[src/rtl/qkpe_pkg.sv]
// Shared types and constants for the quadrature knob with press events.
// No dependencies.
package qkpe_pkg;

	localparam int unsigned CfgW    = 16;
	localparam int unsigned CfgIdxW = 8;
	localparam int unsigned TimerW  = 16;

	localparam logic [CfgW-1:0] DebounceReset  = 16'd150;
	localparam logic [CfgW-1:0] LongPressReset = 16'd40000;

	// register indexes on the configuration port
	localparam logic [CfgIdxW-1:0] RegDebounce  = 8'd0;
	localparam logic [CfgIdxW-1:0] RegLongPress = 8'd1;

	typedef enum logic [2:0] {
		EV_NONE    = 3'd0,
		EV_REVERSE = 3'd1,
		EV_FORWARD = 3'd2,
		EV_HOLD    = 3'd3,
		EV_RELEASE = 3'd4
	} event_t;

	// phase code: bit0 = phase_a, bit1 = phase_b
	typedef enum logic [1:0] {
		PH_00 = 2'd0,
		PH_A  = 2'd1,
		PH_B  = 2'd2,
		PH_AB = 2'd3
	} phase_t;

	typedef enum logic [1:0] {
		PP_IDLE     = 2'd0,
		PP_FIRST    = 2'd1,
		PP_RELEASED = 2'd2,
		PP_SECOND   = 2'd3
	} press_phase_t;

	// one sampled tick as it leaves the input stage
	typedef struct packed {
		logic   en;
		phase_t code;
		logic   push;
	} tick_t;

endpackage

[src/rtl/qkpe_if.sv]
// Handshake channels: sampled knob ticks in, events out.
// No dependencies.
interface qkpe_tick_if;
	logic valid;
	logic ready;
	logic phase_a;
	logic phase_b;
	logic push_req;

	modport source (output valid, phase_a, phase_b, push_req, input ready);
	modport sink (input valid, phase_a, phase_b, push_req, output ready);
endinterface

interface qkpe_event_if;
	logic       valid;
	logic       ready;
	logic [2:0] event_res;

	modport source (output valid, event_res, input ready);
	modport sink (input valid, event_res, output ready);
endinterface

[src/rtl/quadrature_knob_with_press_events.sv]
// Quadrature knob decoder with debounced push, long-hold and release events.
// A tick is held in the input stage, then its event in the output register.
// Throughput: one tick per cycle; the output register frees itself when taken,
// so ticks keep flowing as long as the event side keeps up.
// Reset (arst_n, async, active low) clears trackers, timers, press phase and
// valid flags; configuration returns to debounce 150, long press 40000.
module quadrature_knob_with_press_events
	import qkpe_pkg::*;
(
	input  logic               clk,
	input  logic               arst_n,
	qkpe_tick_if.sink          knob,
	qkpe_event_if.source       evt,
	input  logic               cfg_we,
	input  logic [CfgIdxW-1:0] cfg_idx,
	input  logic [CfgW-1:0]    cfg_wdata
);

	// configuration registers
	logic [CfgW-1:0] debounce_q;
	logic [CfgW-1:0] long_press_q;

	always_ff @(posedge clk or negedge arst_n) begin
		if (!arst_n) begin
			debounce_q   <= DebounceReset;
			long_press_q <= LongPressReset;
		end else if (cfg_we) begin
			if (cfg_idx == RegDebounce)  debounce_q   <= cfg_wdata;
			if (cfg_idx == RegLongPress) long_press_q <= cfg_wdata;
		end
	end

	// input stage: holds one sampled tick
	logic   valid_s1;
	phase_t code_s1;
	logic   push_s1;

	// output register: one event waiting for the sink
	logic   out_valid_q;
	event_t event_q;

	logic   advance;
	tick_t  tick;
	event_t ev_nxt;

	// the stage moves whenever the output slot is free or being drained
	assign advance    = valid_s1 && (!out_valid_q || evt.ready);
	assign knob.ready = !valid_s1 || advance;

	always_ff @(posedge clk or negedge arst_n) begin
		if (!arst_n) begin
			valid_s1 <= 1'b0;
		end else if (knob.ready) begin
			valid_s1 <= knob.valid;
		end
	end

	always_ff @(posedge clk) begin
		if (knob.ready && knob.valid) begin
			code_s1 <= phase_t'({knob.phase_b, knob.phase_a});
			push_s1 <= knob.push_req;
		end
	end

	assign tick = '{en: advance, code: code_s1, push: push_s1};

	// state update happens exactly once per tick, as it moves to the output
	qkpe_core u_core (
		.clk              (clk),
		.arst_n           (arst_n),
		.tick             (tick),
		.debounce_ticks   (debounce_q),
		.long_press_ticks (long_press_q),
		.ev               (ev_nxt)
	);

	always_ff @(posedge clk or negedge arst_n) begin
		if (!arst_n) begin
			out_valid_q <= 1'b0;
		end else if (advance) begin
			out_valid_q <= 1'b1;
		end else if (evt.ready) begin
			out_valid_q <= 1'b0;
		end
	end

	always_ff @(posedge clk) begin
		if (advance) begin
			event_q <= ev_nxt;
		end
	end

	assign evt.valid     = out_valid_q;
	assign evt.event_res = event_q;

endmodule

[src/rtl/qkpe_track.sv]
// Forward and reverse Gray-sequence trackers, combinational.
// Depends on qkpe_pkg.
module qkpe_track
	import qkpe_pkg::*;
(
	input  logic [1:0] fwd,
	input  logic [1:0] rev,
	input  phase_t     code,
	output logic [1:0] fwd_nxt,
	output logic [1:0] rev_nxt,
	output event_t     ev
);

	logic [1:0] f1;
	logic [1:0] r1;
	event_t     ev1;

	// forward tracker first; its step forces the reverse tracker
	always_comb begin
		f1  = fwd;
		r1  = rev;
		ev1 = EV_NONE;
		if (fwd == 2'd0 && code == PH_00) begin
			f1 = 2'd1; r1 = 2'd2;
		end else if (fwd == 2'd1 && code == PH_B) begin
			f1 = 2'd2; r1 = 2'd1;
		end else if (fwd == 2'd2 && code == PH_AB) begin
			f1 = 2'd3; r1 = 2'd0;
		end else if (fwd == 2'd3 && code == PH_A) begin
			f1 = 2'd0; r1 = 2'd0; ev1 = EV_FORWARD;
		end
	end

	// reverse tracker sees the forward tracker's result
	always_comb begin
		fwd_nxt = f1;
		rev_nxt = r1;
		ev      = ev1;
		if (r1 == 2'd0 && code == PH_B) begin
			rev_nxt = 2'd1; fwd_nxt = 2'd2;
		end else if (r1 == 2'd1 && code == PH_00) begin
			rev_nxt = 2'd2; fwd_nxt = 2'd1;
		end else if (r1 == 2'd2 && code == PH_A) begin
			rev_nxt = 2'd3; fwd_nxt = 2'd0;
		end else if (r1 == 2'd3 && code == PH_AB) begin
			rev_nxt = 2'd0; fwd_nxt = 2'd0; ev = EV_REVERSE;
		end
	end

endmodule

[src/rtl/qkpe_core.sv]
// Knob state registers and per-tick update: rotation, debounce, hold, release.
// Depends on qkpe_pkg and qkpe_track.
module qkpe_core
	import qkpe_pkg::*;
(
	input  logic            clk,
	input  logic            arst_n,
	input  tick_t           tick,
	input  logic [CfgW-1:0] debounce_ticks,
	input  logic [CfgW-1:0] long_press_ticks,
	output event_t          ev
);

	logic [1:0]        fwd_q, rev_q;
	logic [TimerW-1:0] timer_q;
	logic              qual_q;
	press_phase_t      phase_q;
	logic [CfgW-1:0]   hold_q;

	logic [1:0]        fwd_trk, rev_trk;
	event_t            ev_trk;

	logic [1:0]        fwd_d, rev_d;
	logic [TimerW-1:0] timer_inc, timer_d;
	logic              qual_d;
	press_phase_t      phase_d;
	logic [CfgW-1:0]   hold_d;
	logic [CfgW:0]     hold_inc;

	qkpe_track u_track (
		.fwd     (fwd_q),
		.rev     (rev_q),
		.code    (tick.code),
		.fwd_nxt (fwd_trk),
		.rev_nxt (rev_trk),
		.ev      (ev_trk)
	);

	assign timer_inc = timer_q + 1'b1;
	assign hold_inc  = {1'b0, hold_q} + 1'b1;

	always_comb begin
		fwd_d   = fwd_q;
		rev_d   = rev_q;
		timer_d = timer_q;
		qual_d  = qual_q;
		phase_d = phase_q;
		hold_d  = hold_q;
		ev      = EV_NONE;

		if (!tick.push) begin
			fwd_d   = fwd_trk;
			rev_d   = rev_trk;
			ev      = ev_trk;
			timer_d = '0;
			qual_d  = 1'b0;
		end else if (timer_inc == debounce_ticks) begin
			timer_d = '0;
			qual_d  = 1'b1;
		end else begin
			timer_d = timer_inc;
		end

		if (qual_d) begin
			// any qualified tick lands in a held phase
			case (phase_q)
				PP_IDLE:     phase_d = PP_FIRST;
				PP_RELEASED: phase_d = PP_SECOND;
				default:     phase_d = phase_q;
			endcase
			if (hold_inc >= {1'b0, long_press_ticks}) begin
				ev     = EV_HOLD;
				hold_d = long_press_ticks;
			end else begin
				hold_d = hold_inc[CfgW-1:0];
			end
		end else begin
			hold_d = '0;
			if (phase_q == PP_FIRST || phase_q == PP_SECOND) begin
				phase_d = (phase_q == PP_FIRST) ? PP_RELEASED : PP_IDLE;
				ev      = EV_RELEASE;
				fwd_d   = 2'd0;
				rev_d   = 2'd0;
			end
		end
	end

	always_ff @(posedge clk or negedge arst_n) begin
		if (!arst_n) begin
			fwd_q   <= 2'd0;
			rev_q   <= 2'd0;
			timer_q <= '0;
			qual_q  <= 1'b0;
			phase_q <= PP_IDLE;
			hold_q  <= '0;
		end else if (tick.en) begin
			fwd_q   <= fwd_d;
			rev_q   <= rev_d;
			timer_q <= timer_d;
			qual_q  <= qual_d;
			phase_q <= phase_d;
			hold_q  <= hold_d;
		end
	end

endmodule
[src/flat_wrapper.sv]
// flat-port wrapper written by rule: the top's interface ports become plain ports
module quadrature_knob_with_press_events_flat import qkpe_pkg::*;
  (clk, arst_n, cfg_we, cfg_idx, cfg_wdata, knob_valid, knob_phase_a, knob_phase_b, knob_push_req, knob_ready, evt_valid, evt_event_res, evt_ready);
  qkpe_tick_if knob_i ();
  qkpe_event_if evt_i ();
  input  logic clk;
  input  logic arst_n;
  input  logic cfg_we;
  input  logic [CfgIdxW-1:0] cfg_idx;
  input  logic [CfgW-1:0] cfg_wdata;
  input wire logic [$bits(knob_i.valid)-1:0] knob_valid;
  input wire logic [$bits(knob_i.phase_a)-1:0] knob_phase_a;
  input wire logic [$bits(knob_i.phase_b)-1:0] knob_phase_b;
  input wire logic [$bits(knob_i.push_req)-1:0] knob_push_req;
  output wire logic [$bits(knob_i.ready)-1:0] knob_ready;
  output wire logic [$bits(evt_i.valid)-1:0] evt_valid;
  output wire logic [$bits(evt_i.event_res)-1:0] evt_event_res;
  input wire logic [$bits(evt_i.ready)-1:0] evt_ready;
  assign knob_i.valid = knob_valid;
  assign knob_i.phase_a = knob_phase_a;
  assign knob_i.phase_b = knob_phase_b;
  assign knob_i.push_req = knob_push_req;
  assign knob_ready = knob_i.ready;
  assign evt_valid = evt_i.valid;
  assign evt_event_res = evt_i.event_res;
  assign evt_i.ready = evt_ready;
  quadrature_knob_with_press_events u_core (.clk(clk), .arst_n(arst_n), .knob(knob_i), .evt(evt_i), .cfg_we(cfg_we), .cfg_idx(cfg_idx), .cfg_wdata(cfg_wdata));
endmodule
[config.mk]
export PLATFORM = sky130hd
export DESIGN_NAME = quadrature_knob_with_press_events_flat
export DESIGN_NICKNAME = d
export VERILOG_FILES = /design/src/rtl/qkpe_pkg.sv /design/src/rtl/qkpe_if.sv /design/src/rtl/quadrature_knob_with_press_events.sv /design/src/rtl/qkpe_track.sv /design/src/rtl/qkpe_core.sv /design/src/flat_wrapper.sv
export SDC_FILE = /design/constraint.sdc
export NUM_CORES = 1
export LEC_CHECK = 0
export BUFFER_PORTS_ARGS = -buffer_cell sky130_fd_sc_hd__buf_2
export CORE_MARGIN = 5
export CORE_UTILIZATION = 61
export CTS_CLUSTER_DIAMETER = 50
export DETAILED_ROUTE_END_ITERATION = 8
export HOLD_SLACK_MARGIN = 0.08
export PLACE_DENSITY_LB_ADDON = 0.08
export SYNTH_ARGS = -nofsm -noshare
export SYNTH_HDL_FRONTEND = slang
export SYNTH_SLANG_ARGS = --single-unit
[constraint.sdc]
create_clock -name clk -period 4.12 [get_ports clk]
set_input_delay 0.206 -clock clk [delete_from_list [all_inputs] [get_ports clk]]
set_output_delay 0.206 -clock clk [all_outputs]
set_load 0.1 [all_outputs]
**Yosys cells after proc, flatten, opt, wreduce, memory -nomap -nowiden**

Index checks and enable logic that the tools add are counted.

- Add/sub/neg operators: 2
- $mul: 0
- Div/mod/pow operators: 0
- $lt $le $gt $ge: 1
- Eq/ne operators: 15
- Shift operators: 0
- Multiplexer cells: 46
- Bitwise gates (word level): 0
- Reduce and logical (&&, ||, !) cells: 25

Operators by type and width:

| cell | count |
|---|---|
| $mux 16 | 4 |
| $mux 2 | 26 |
| $mux 3 | 11 |
| $add 16x1->17 const B | 1 |
| $ge 17x16->1 | 1 |
| $add 16x1->16 const B | 1 |
| $eq 16x16->1 | 1 |
| $eq 2x2->1 const B | 8 |
| $logic_and 1x1->1 | 10 |
| $eq 2x1->1 const B | 4 |
| $eq 8x1->1 const B | 1 |
| $logic_not 2->1 | 4 |
| $logic_not 8->1 | 1 |
| $mux 1 | 4 |
| $pmux 2 s2 | 1 |
| $reduce_and 2->1 | 2 |
| $reduce_bool 2->1 | 2 |
| $logic_or 1x1->1 | 3 |
| $ne 3x1->1 const B | 1 |
| $reduce_and 3->1 | 1 |
| $logic_not 1->1 | 2 |

- Register bits after elaboration: 79
- Latch bits: 0
- Memory bits (writable): 0
- Memory bits (read-only): 0
- Logic and storage cells: 102
- Memories kept: 0

**Depth between registers and ports, before layout**

Gate-level depths: netlist (run 1).

- Depth after elaboration: 15
- Depth in mapped cells: 14
- Mapped depth without buffers: 13

**Hierarchy**

Synthesis (run 1) repeated with hierarchy kept, for this count alone.

- Cells, all modules: 507
- Area, all modules: 5064.9 um2

By module, submodules not included:

| module | instances | cells each | area each (um2) | seq. area each (um2) |
|---|---|---|---|---|
| qkpe_core | 1 | 373 | 3185.6 | 950.9 |
| quadrature_knob_with_press_events | 1 | 86 | 1559.0 | 1042.2 |
| qkpe_track | 1 | 48 | 320.3 | 0.0 |

**Worst setup path after synthesis (run 1)**

No wires, ideal clock.

- Path kind: register to register
- From: register u_core.u_core.hold_q[0]
- To: register u_core.u_core.hold_q[12]
- Data arrival time: 3505 ps
- Slack: 524 ps
- Stages on the path, launching flop included: 15
- Buffers on the path: 1
- Clock period less this slack: 3596 ps
- Cells stage by stage: dfrtp_1 > ha_1 > nand3_1 > or2_2 > nor3_1 > xor2_1 > ha_1 > a21o_1 > a221o_1 > a21oi_1 > o22ai_1 > nor2_2 > buf_2 > nand2_1 > o221ai_1

- Word-level cells in the longest chain between the ends: 4

Ends and longest elaborated chain:

| item | RTL line | RTL |
|---|---|---|
| from (decl) | qkpe_core.sv:18 | `logic [CfgW-1:0] hold_q;` |
| from (signal assigned) | qkpe_core.sv:102 | `hold_q <= hold_d;` |
| $add 16x1->17 * | qkpe_core.sv:40 | `assign hold_inc = {1'b0, hold_q} + 1'b1;` |
| $ge 17x16->1 | qkpe_core.sv:71 | `if (hold_inc >= {1'b0, long_press_ticks}) begin` |
| $mux 16 * | qkpe_core.sv:71 |  |
| $mux 16 * | qkpe_core.sv:64 | `if (qual_d) begin` |

Mark *: on every way between the ends. The rest lies on a longest branch, timed or not.
A chain may end at the register's enable or synchronous reset.

**Final worst setup path (run 1)**

- From: register u_core.u_core.hold_q[0]
- To: register u_core.u_core.hold_q[5]

Same word-level chain as after synthesis.

==> results of run 1 <==
## sequential cells by signal (all words and copies together), names as in the netlist, 2 cells and up
register and count:
u_core.code_s1 2, u_core.debounce_q 16, u_core.evt.event_res 3, u_core.long_press_q 16, u_core.u_core.fwd_q 2, u_core.u_core.hold_q 16, u_core.u_core.rev_q 2, u_core.u_core.timer_q 16
## final cells by class
| class | instances | share of cell area, % |
|---|---|---|
| well taps | 105 | 2.37 |
| inverters | 34 | 2.30 |
| clock buffers | 10 | 2.68 |
| repair buffers | 47 | 5.03 |
| flip-flops and latches | 78 | 35.9 |
| multi-input cells | 394 | 50.3 |
| clock inverters | 6 | 1.35 |
## per-stage QoR
step / area (µm²) / hold WS [ns] / util (%)
2_1_floorplan: 5030 / -0.0896 / -
3_3_place_gp: 5250 / 0.346 / 64.5
3_5_place_dp: 5250 / 0.338 / 64.5
4_1_cts: 5520 / 0.0914 / 67.9
5_1_grt: 5550 / 0.0942 / 68.2
6_report: 5550 / 0.101 / 68.2
## synth_stat cells, types with 2 or more instances
library cell / number / share of area, %
mux2i_1: 19 / 3.8
nand2_1: 57 / 4.3
nor2_1: 23 / 1.7
inv_1: 33 / 2.5
a41oi_1: 3 / 0.52
buf_2: 6 / 0.60
nor2b_1: 5 / 0.62
clkbuf_1: 18 / 1.3
a2bb2oi_1: 2 / 0.35
a21o_1: 6 / 0.90
nand4_1: 12 / 1.5
and3_1: 6 / 0.75
xor2_1: 15 / 2.6
o21a_1: 4 / 0.60
a31oi_1: 3 / 0.37
o31ai_1: 2 / 0.30
ha_1: 18 / 4.5
or2_2: 3 / 0.37
a21oi_1: 19 / 1.9
dfstp_2: 9 / 4.7
nand3_1: 25 / 2.5
nor3_1: 7 / 0.70
and4b_1: 4 / 0.80
a211oi_1: 4 / 0.60
o21ai_0: 26 / 2.6
mux2_2: 32 / 7.2
nor4_1: 6 / 0.75
edfxtp_1: 6 / 3.6
xnor2_1: 23 / 4.0
and4_1: 2 / 0.35
dfrtp_1: 63 / 31
o211ai_1: 3 / 0.45
o22ai_1: 10 / 1.2
o41ai_1: 3 / 0.52
or3_1: 5 / 0.62
and2_1: 4 / 0.50
o221ai_1: 7 / 1.2
nand2b_1: 8 / 1.0
## critical path, cell delays in order, from the launching register on
cell and delay, ns:
dfrtp_1 0.46, ha_2 0.26, nand3_1 0.20, or2_2 0.38
nor3_1 0.22, xor2_1 0.19, ha_1 0.26, and3_1 0.16
and4_1 0.22, a41oi_1 0.21, o21ai_1 0.21, or4b_2 0.68
o311a_1 0.15, o21ai_0 0.17
## metal layers
| metal | wire [µm] | track usage [%] | vias to the layer above |
|---|---|---|---|
| met3 | 626 | 2.98 | 20 |
| met1 | 5170 | 33.8 | 1979 |
| li1 | - | - | 1982 |
| met5 | 0 | 0 | - |
| met4 | 170 | 7.15 | 0 |
| met2 | 5840 | 41.5 | 132 |
## power by group through the flow
| stage | clock network [mW] | registers, mW | logic [mW] |
|---|---|---|---|
| finish | 0.645 | 0.959 | 0.658 |
| global route | 0.688 | 0.974 | 0.723 |
| CTS | 0.655 | 0.956 | 0.626 |
| detailed placement | 0 | 0.971 | 0.616 |
| global placement | 0 | 0.966 | 0.599 |
| floorplan | 0 | 0.942 | 0.488 |
## worst paths after layout
kind / slack, ns / startpoint / endpoint
min reg2reg: 0.50 / u_core.valid_s1 / u_core.evt.valid
max: 0.26 / u_core.u_core.hold_q[0] / u_core.u_core.hold_q[5]
min in group asynchronous: 0.47 / arst_n / u_core.u_core.hold_q[9]
max reg2reg: 0.26 / u_core.u_core.hold_q[0] / u_core.u_core.hold_q[5]
min: 0.10 / cfg_wdata[11] / u_core.long_press_q[11]
max in group asynchronous: 2.62 / arst_n / u_core.debounce_q[2]
## timing repair
action                                  4_1_cts  5_1_grt
hold buffers                                  5        0
endpoints found under the setup margin        0       15
buffers inserted                              0        2
hold endpoints to repair                     34        0
gates resized for setup                       0        4
## cells by family (layout without fill, tap and decap cells)
logic type	after synthesis	in the layout	share of synthesized area [%]
compound gates	107	107	14.6
xor+xnor	38	38	6.62
fa+ha+maj	18	18	4.48
buf+inv	61	97	4.93
flops	78	78	39.6
mux	51	51	11.0
simple gates	180	180	18.8
==> impl_metrics.json, run 1 <==
{
  "grt_max_degree": 39,
  "setup_viol": 0,
  "root_buffer": "clkbuf_8",
  "portBuffers": 36,
  "die_h_um": 101,
  "worstPathArrival_ns": 4.12,
  "via_per_inst": 6.10,
  "dp_slack_ns": 0.191,
  "path_class": "reg2reg",
  "clkSinkCount": 78,
  "status": "complete, no violations",
  "path_clk_slew_ns": 0.09,
  "drc_errors": 0,
  "layout.nets": 614,
  "cp.required_ns": 4.38,
  "p_total_mw": 2.26,
  "num_antenna_cells": 0,
  "grt_pass1_vias": 4100,
  "synthCells": 533,
  "report.final.slew_viol_count": 0,
  "routed_wl_um": 11800,
  "r2r_cells": 13,
  "clockBufferDepth": 2,
  "placed_cells": 651,
  "syn_avg_cell_area_um2": 9.43,
  "num_io_pins": 37,
  "ir_worst_vdd_mv": 0.181,
  "max_slew_margin_pct": 33.4,
  "power.internal_mw": 1.44,
  "cts_tree": "built",
  "fin_cells": 674,
  "combPwrFrac_pct": 29.1,
  "rows": 33,
  "die_area_mm2": 0.0102,
  "cts_buffers": 9,
  "syn_area_mm2": 0.00503,
  "max_cap_violations": 0,
  "dpl.hpwl_um": 8500,
  "startpoint_type": "register",
  "swShare_pct": 36.2,
  "fmax_ghz": 0.259,
  "ys_ff_latch": 78,
  "clock_skew_ns": 0.0187,
  "clock_power_share_pct": 28.5,
  "final-seq-area_mm2": 0.00199,
  "hold_depth": 2,
  "clk_latency_ns": 0.35,
  "syn_nets": 583,
  "hold_violations": 0,
  "layout_common_cells": "dfrtp_1 (63), nand2_1 (57), buf_2 (36)",
  "yosys_warnings": 0,
  "dieWidth_um": 101,
  "powerDensity_mw_per_mm2": 408,
  "synthFlopType": "dfrtp_1",
  "place_congestion": 0.884,
  "seqPwrFrac_pct": 42.4,
  "endpoint_kind": "register",
  "finalCriticalPeriod_ns": 3.86,
  "p_switching_uw": 819,
  "drtPass1Iterations": 5,
  "multi_input_area_mm2": 0.00279,
  "synth-edff-count": 6,
  "tightest_slew_ns": 0.988,
  "hold_class": "in2reg",
  "start_util_pct": 61.8,
  "ant_nets": 0,
  "p_leak_nw": 2.40,
  "core-area_mm2": 0.00813,
  "syn_to_final_growth_pct": 10.4,
  "critPathMaxFanout": 7,
  "fin_crit_sh_pct": 93.7,
  "async_flop_share_pct": 92.3,
  "overflow": 0,
  "htree_levels": 3,
  "final_common_cell": "dfrtp_1",
  "drt_iter0_markers": 240,
  "fin_tns_setup_ns": 0,
  "dr_total_vias": 4113,
  "grt.total_usage_pct": 24.7,
  "drive_gt1_share_pct": 20.0,
  "synth_cell_types": 70,
  "antenna_found_initial": 0,
  "seq_area_frac_synth_pct": 39.6,
  "grt_pass1_wl_um": 19900,
  "wl_per_cell_um": 17.5,
  "layout_setup_ws_ns": 0.260,
  "n_fill_cell": 628
}
No activity file was read; power rests on OpenSTA's default activity.
==> run 2: changes to the inputs <==
--- a/config.mk
+++ b/config.mk
@@ -7,7 +7,7 @@
 export LEC_CHECK = 0
 export BUFFER_PORTS_ARGS = -buffer_cell sky130_fd_sc_hd__buf_2
 export CORE_MARGIN = 5
-export CORE_UTILIZATION = 61
+export CORE_UTILIZATION = 47
 export CTS_CLUSTER_DIAMETER = 50
 export DETAILED_ROUTE_END_ITERATION = 8
 export HOLD_SLACK_MARGIN = 0.08
==> constraint.sdc (replaced) <==
create_clock -name clk -period 3.65 [get_ports clk]
set_input_delay 0.1825 -clock clk [delete_from_list [all_inputs] [get_ports clk]]
set_output_delay 0.1825 -clock clk [all_outputs]
set_load 0.1 [all_outputs]
==> run 2 against run 1 <==
Compared with the run above: sequential share of layout area is 0.81 points lower; critical endpoint is now u_core.u_core.hold_q[6]; design area grew 2.4%; largest power group unchanged; sequential power up 13%; via count up 1.2%.
==> impl_metrics.json, run 2 (same netlist as run 1, synthesis figures left out) <==
{
  "cp.required_ns": 3.86,
  "fin_hold_ws_ns": 0.102,
  "core-area_mm2": 0.0104,
  "layout_common_cells": "dfrtp_1 (62), nand2_1 (56), buf_2 (36)",
  "root_buffer": "clkbuf_8",
  "grt_pass1_vias": 4028,
  "endpoint_kind": "register",
  "dr_total_vias": 4163,
  "clockBufferDepth": 2,
  "placed_cells": 688,
  "p_leak_nw": 2.44,
  "cts_buffers": 9,
  "start_util_pct": 48.5,
  "placed_area_mm2": 0.00533,
  "drc_errors": 0,
  "clkSinkCount": 78,
  "cts_tree": "built",
  "overflow": 0,
  "fin_cells": 716,
  "fin_tns_setup_ns": 0,
  "power.internal_mw": 1.59,
  "drive_gt1_share_pct": 21.2,
  "htree_levels": 3,
  "crit_family": "compound AO/OA/AOI/OAI gates",
  "r2r_cells": 14,
  "max_slew_margin_pct": 41.8,
  "grt.total_usage_pct": 19.7,
  "slowest_stage": "dfrtp_1",
  "dpl.hpwl_um": 8930,
  "hp-start": "cfg_wdata[15]",
  "fin_crit_sh_pct": 95.0,
  "ir_worst_vdd_mv": 0.228,
  "p_total_mw": 2.47,
  "setup_viol": 0,
  "reg2reg_from": "u_core.u_core.hold_q[1]",
  "path_class": "reg2reg",
  "via_per_inst": 5.81,
  "fmax_ghz": 0.289,
  "dp_slack_ns": 0.0716,
  "reg2reg_slack_ns": 0.18,
  "grt_max_degree": 38,
  "routed_wl_um": 12100,
  "hold_depth": 2,
  "drtPass1Iterations": 5,
  "final_common_cell": "dfrtp_1",
  "rows": 37,
  "num_io_pins": 37,
  "critPathMaxFanout": 10,
  "path_clk_slew_ns": 0.09,
  "hold_violations": 0,
  "status": "complete, no violations",
  "post_cts.repair.setup_buffers": 0,
  "finalCriticalPeriod_ns": 3.47,
  "num_antenna_cells": 0,
  "syn_to_final_growth_pct": 13.0,
  "worstPathArrival_ns": 3.67,
  "clock_power_share_pct": 26.5,
  "combPwrFrac_pct": 30.0,
  "tightest_slew_ns": 0.870,
  "hold_class": "in2reg",
  "swShare_pct": 35.7,
  "max_cap_violations": 0,
  "layout_setup_ws_ns": 0.184,
  "clk_latency_ns": 0.35,
  "critPathBufInv": 1,
  "n_fill_cell": 943,
  "p_switching_uw": 881,
  "cp_slowest_stage_delay_ns": 0.41,
  "layout.nets": 625,
  "place_congestion": 0.922,
  "wl_per_cell_um": 17.0,
  "die_area_mm2": 0.0129,
  "seqPwrFrac_pct": 43.5,
  "antenna_found_initial": 0,
  "powerDensity_mw_per_mm2": 435,
  "grt_pass1_wl_um": 20400,
  "cp_cell_sequence": "ha_2 -> nand3_1 -> or2_2 -> nor2_1 -> xnor2_1 -> ha_1 -> a21o_1 -> a221o_1 -> a21oi_1 -> o22ai_1 -> nor2_2 -> buf_4 -> mux2i_1 -> o221ai_1",
  "drt_iter0_markers": 322,
  "ant_nets": 0,
  "die_h_um": 113,
  "portBuffers": 36,
  "dieWidth_um": 113,
  "fin_util_pct": 54.8,
  "startpoint_type": "register",
  "timing.rr.end": "u_core.u_core.hold_q[6]",
  "clock_skew_ns": 0.0119,
  "final_cell_area_mm2": 0.00568,
  "hold_end": "u_core.long_press_q[15]",
  "report.final.slew_viol_count": 0
}
run 2: cell types whose count changed in the layout (fill, tap and decap cells not counted), moves of 2 or more:
| cell | before | now |
|---|---|---|
| inv_8 | 2 | 0 |
| buf_4 | 5 | 10 |
| nor3_1 | 7 | 5 |
| dlygate4sd3_1 | 5 | 12 |
| nor3_2 | 1 | 3 |
run 2: worst reg2reg max path: stages, from the launching register on:
cell and delay, ns:
dfrtp_1 0.41, ha_2 0.23, nand3_1 0.11, or2_2 0.36, nor2_1 0.16, xnor2_1 0.18
ha_1 0.31, a21o_1 0.19, a221o_1 0.30, a21oi_1 0.18, o22ai_1 0.16, nor2_2 0.14
buf_4 0.25, mux2i_1 0.23, o221ai_1 0.14
run 2: power groups by stage:
stage                     clock network (mW)  registers, mW  logic, mW
after global placement                     0           1.09      0.714
after floorplan                            0           1.06      0.551
after CTS                              0.680           1.07      0.737
final                                  0.654           1.08      0.741
after detailed placement                   0           1.09      0.724
after global routing                   0.713           1.09      0.816
run 2: area by class of cell:
| type | count | area (µm²) | area share, % |
|---|---|---|---|
| clock buffers | 11 | 141 | 2.49 |
| clock inverters | 5 | 58.8 | 1.04 |
| inverters | 34 | 128 | 2.25 |
| multi-input cells | 394 | 2810 | 49.5 |
| flip-flops and latches | 78 | 1990 | 35.1 |
| well taps | 136 | 170 | 3.00 |
| repair buffers | 58 | 375 | 6.61 |
run 2: worst max path at each step:
stage / depth (start not counted) / slack [ns] / end / startpoint
after floorplan: 14 / 0.05 / u_core.u_core.hold_q[12] / u_core.u_core.hold_q[0]
after global placement: 13 / 0.18 / u_core.u_core.hold_q[5] / u_core.u_core.hold_q[1]
after detailed placement: 13 / 0.07 / u_core.u_core.hold_q[5] / u_core.u_core.hold_q[1]
after CTS: 13 / 0.05 / u_core.u_core.hold_q[5] / u_core.u_core.hold_q[1]
after global routing: 13 / -0.05 / u_core.u_core.hold_q[5] / u_core.u_core.hold_q[0]
final: 14 / 0.18 / u_core.u_core.hold_q[6] / u_core.u_core.hold_q[1]
run 2: timing repair:
| item | 4_1_cts | 5_1_grt |
|---|---|---|
| hold buffers | 11 | 1 |
| endpoints found under the hold margin | 35 | 1 |
| setup endpoints to repair | 0 | 17 |
| gates resized for setup | 0 | 9 |
run 2: layer usage:
metal / vias to the layer above / wire length [µm] / GRT usage, %
met5: - / 0 / 0
met2: 112 / 5630 / 30.8
met1: 2031 / 5850 / 28.5
met3: 13 / 511 / 2.60
li1: 2007 / - / -
met4: 0 / 154 / 6.01
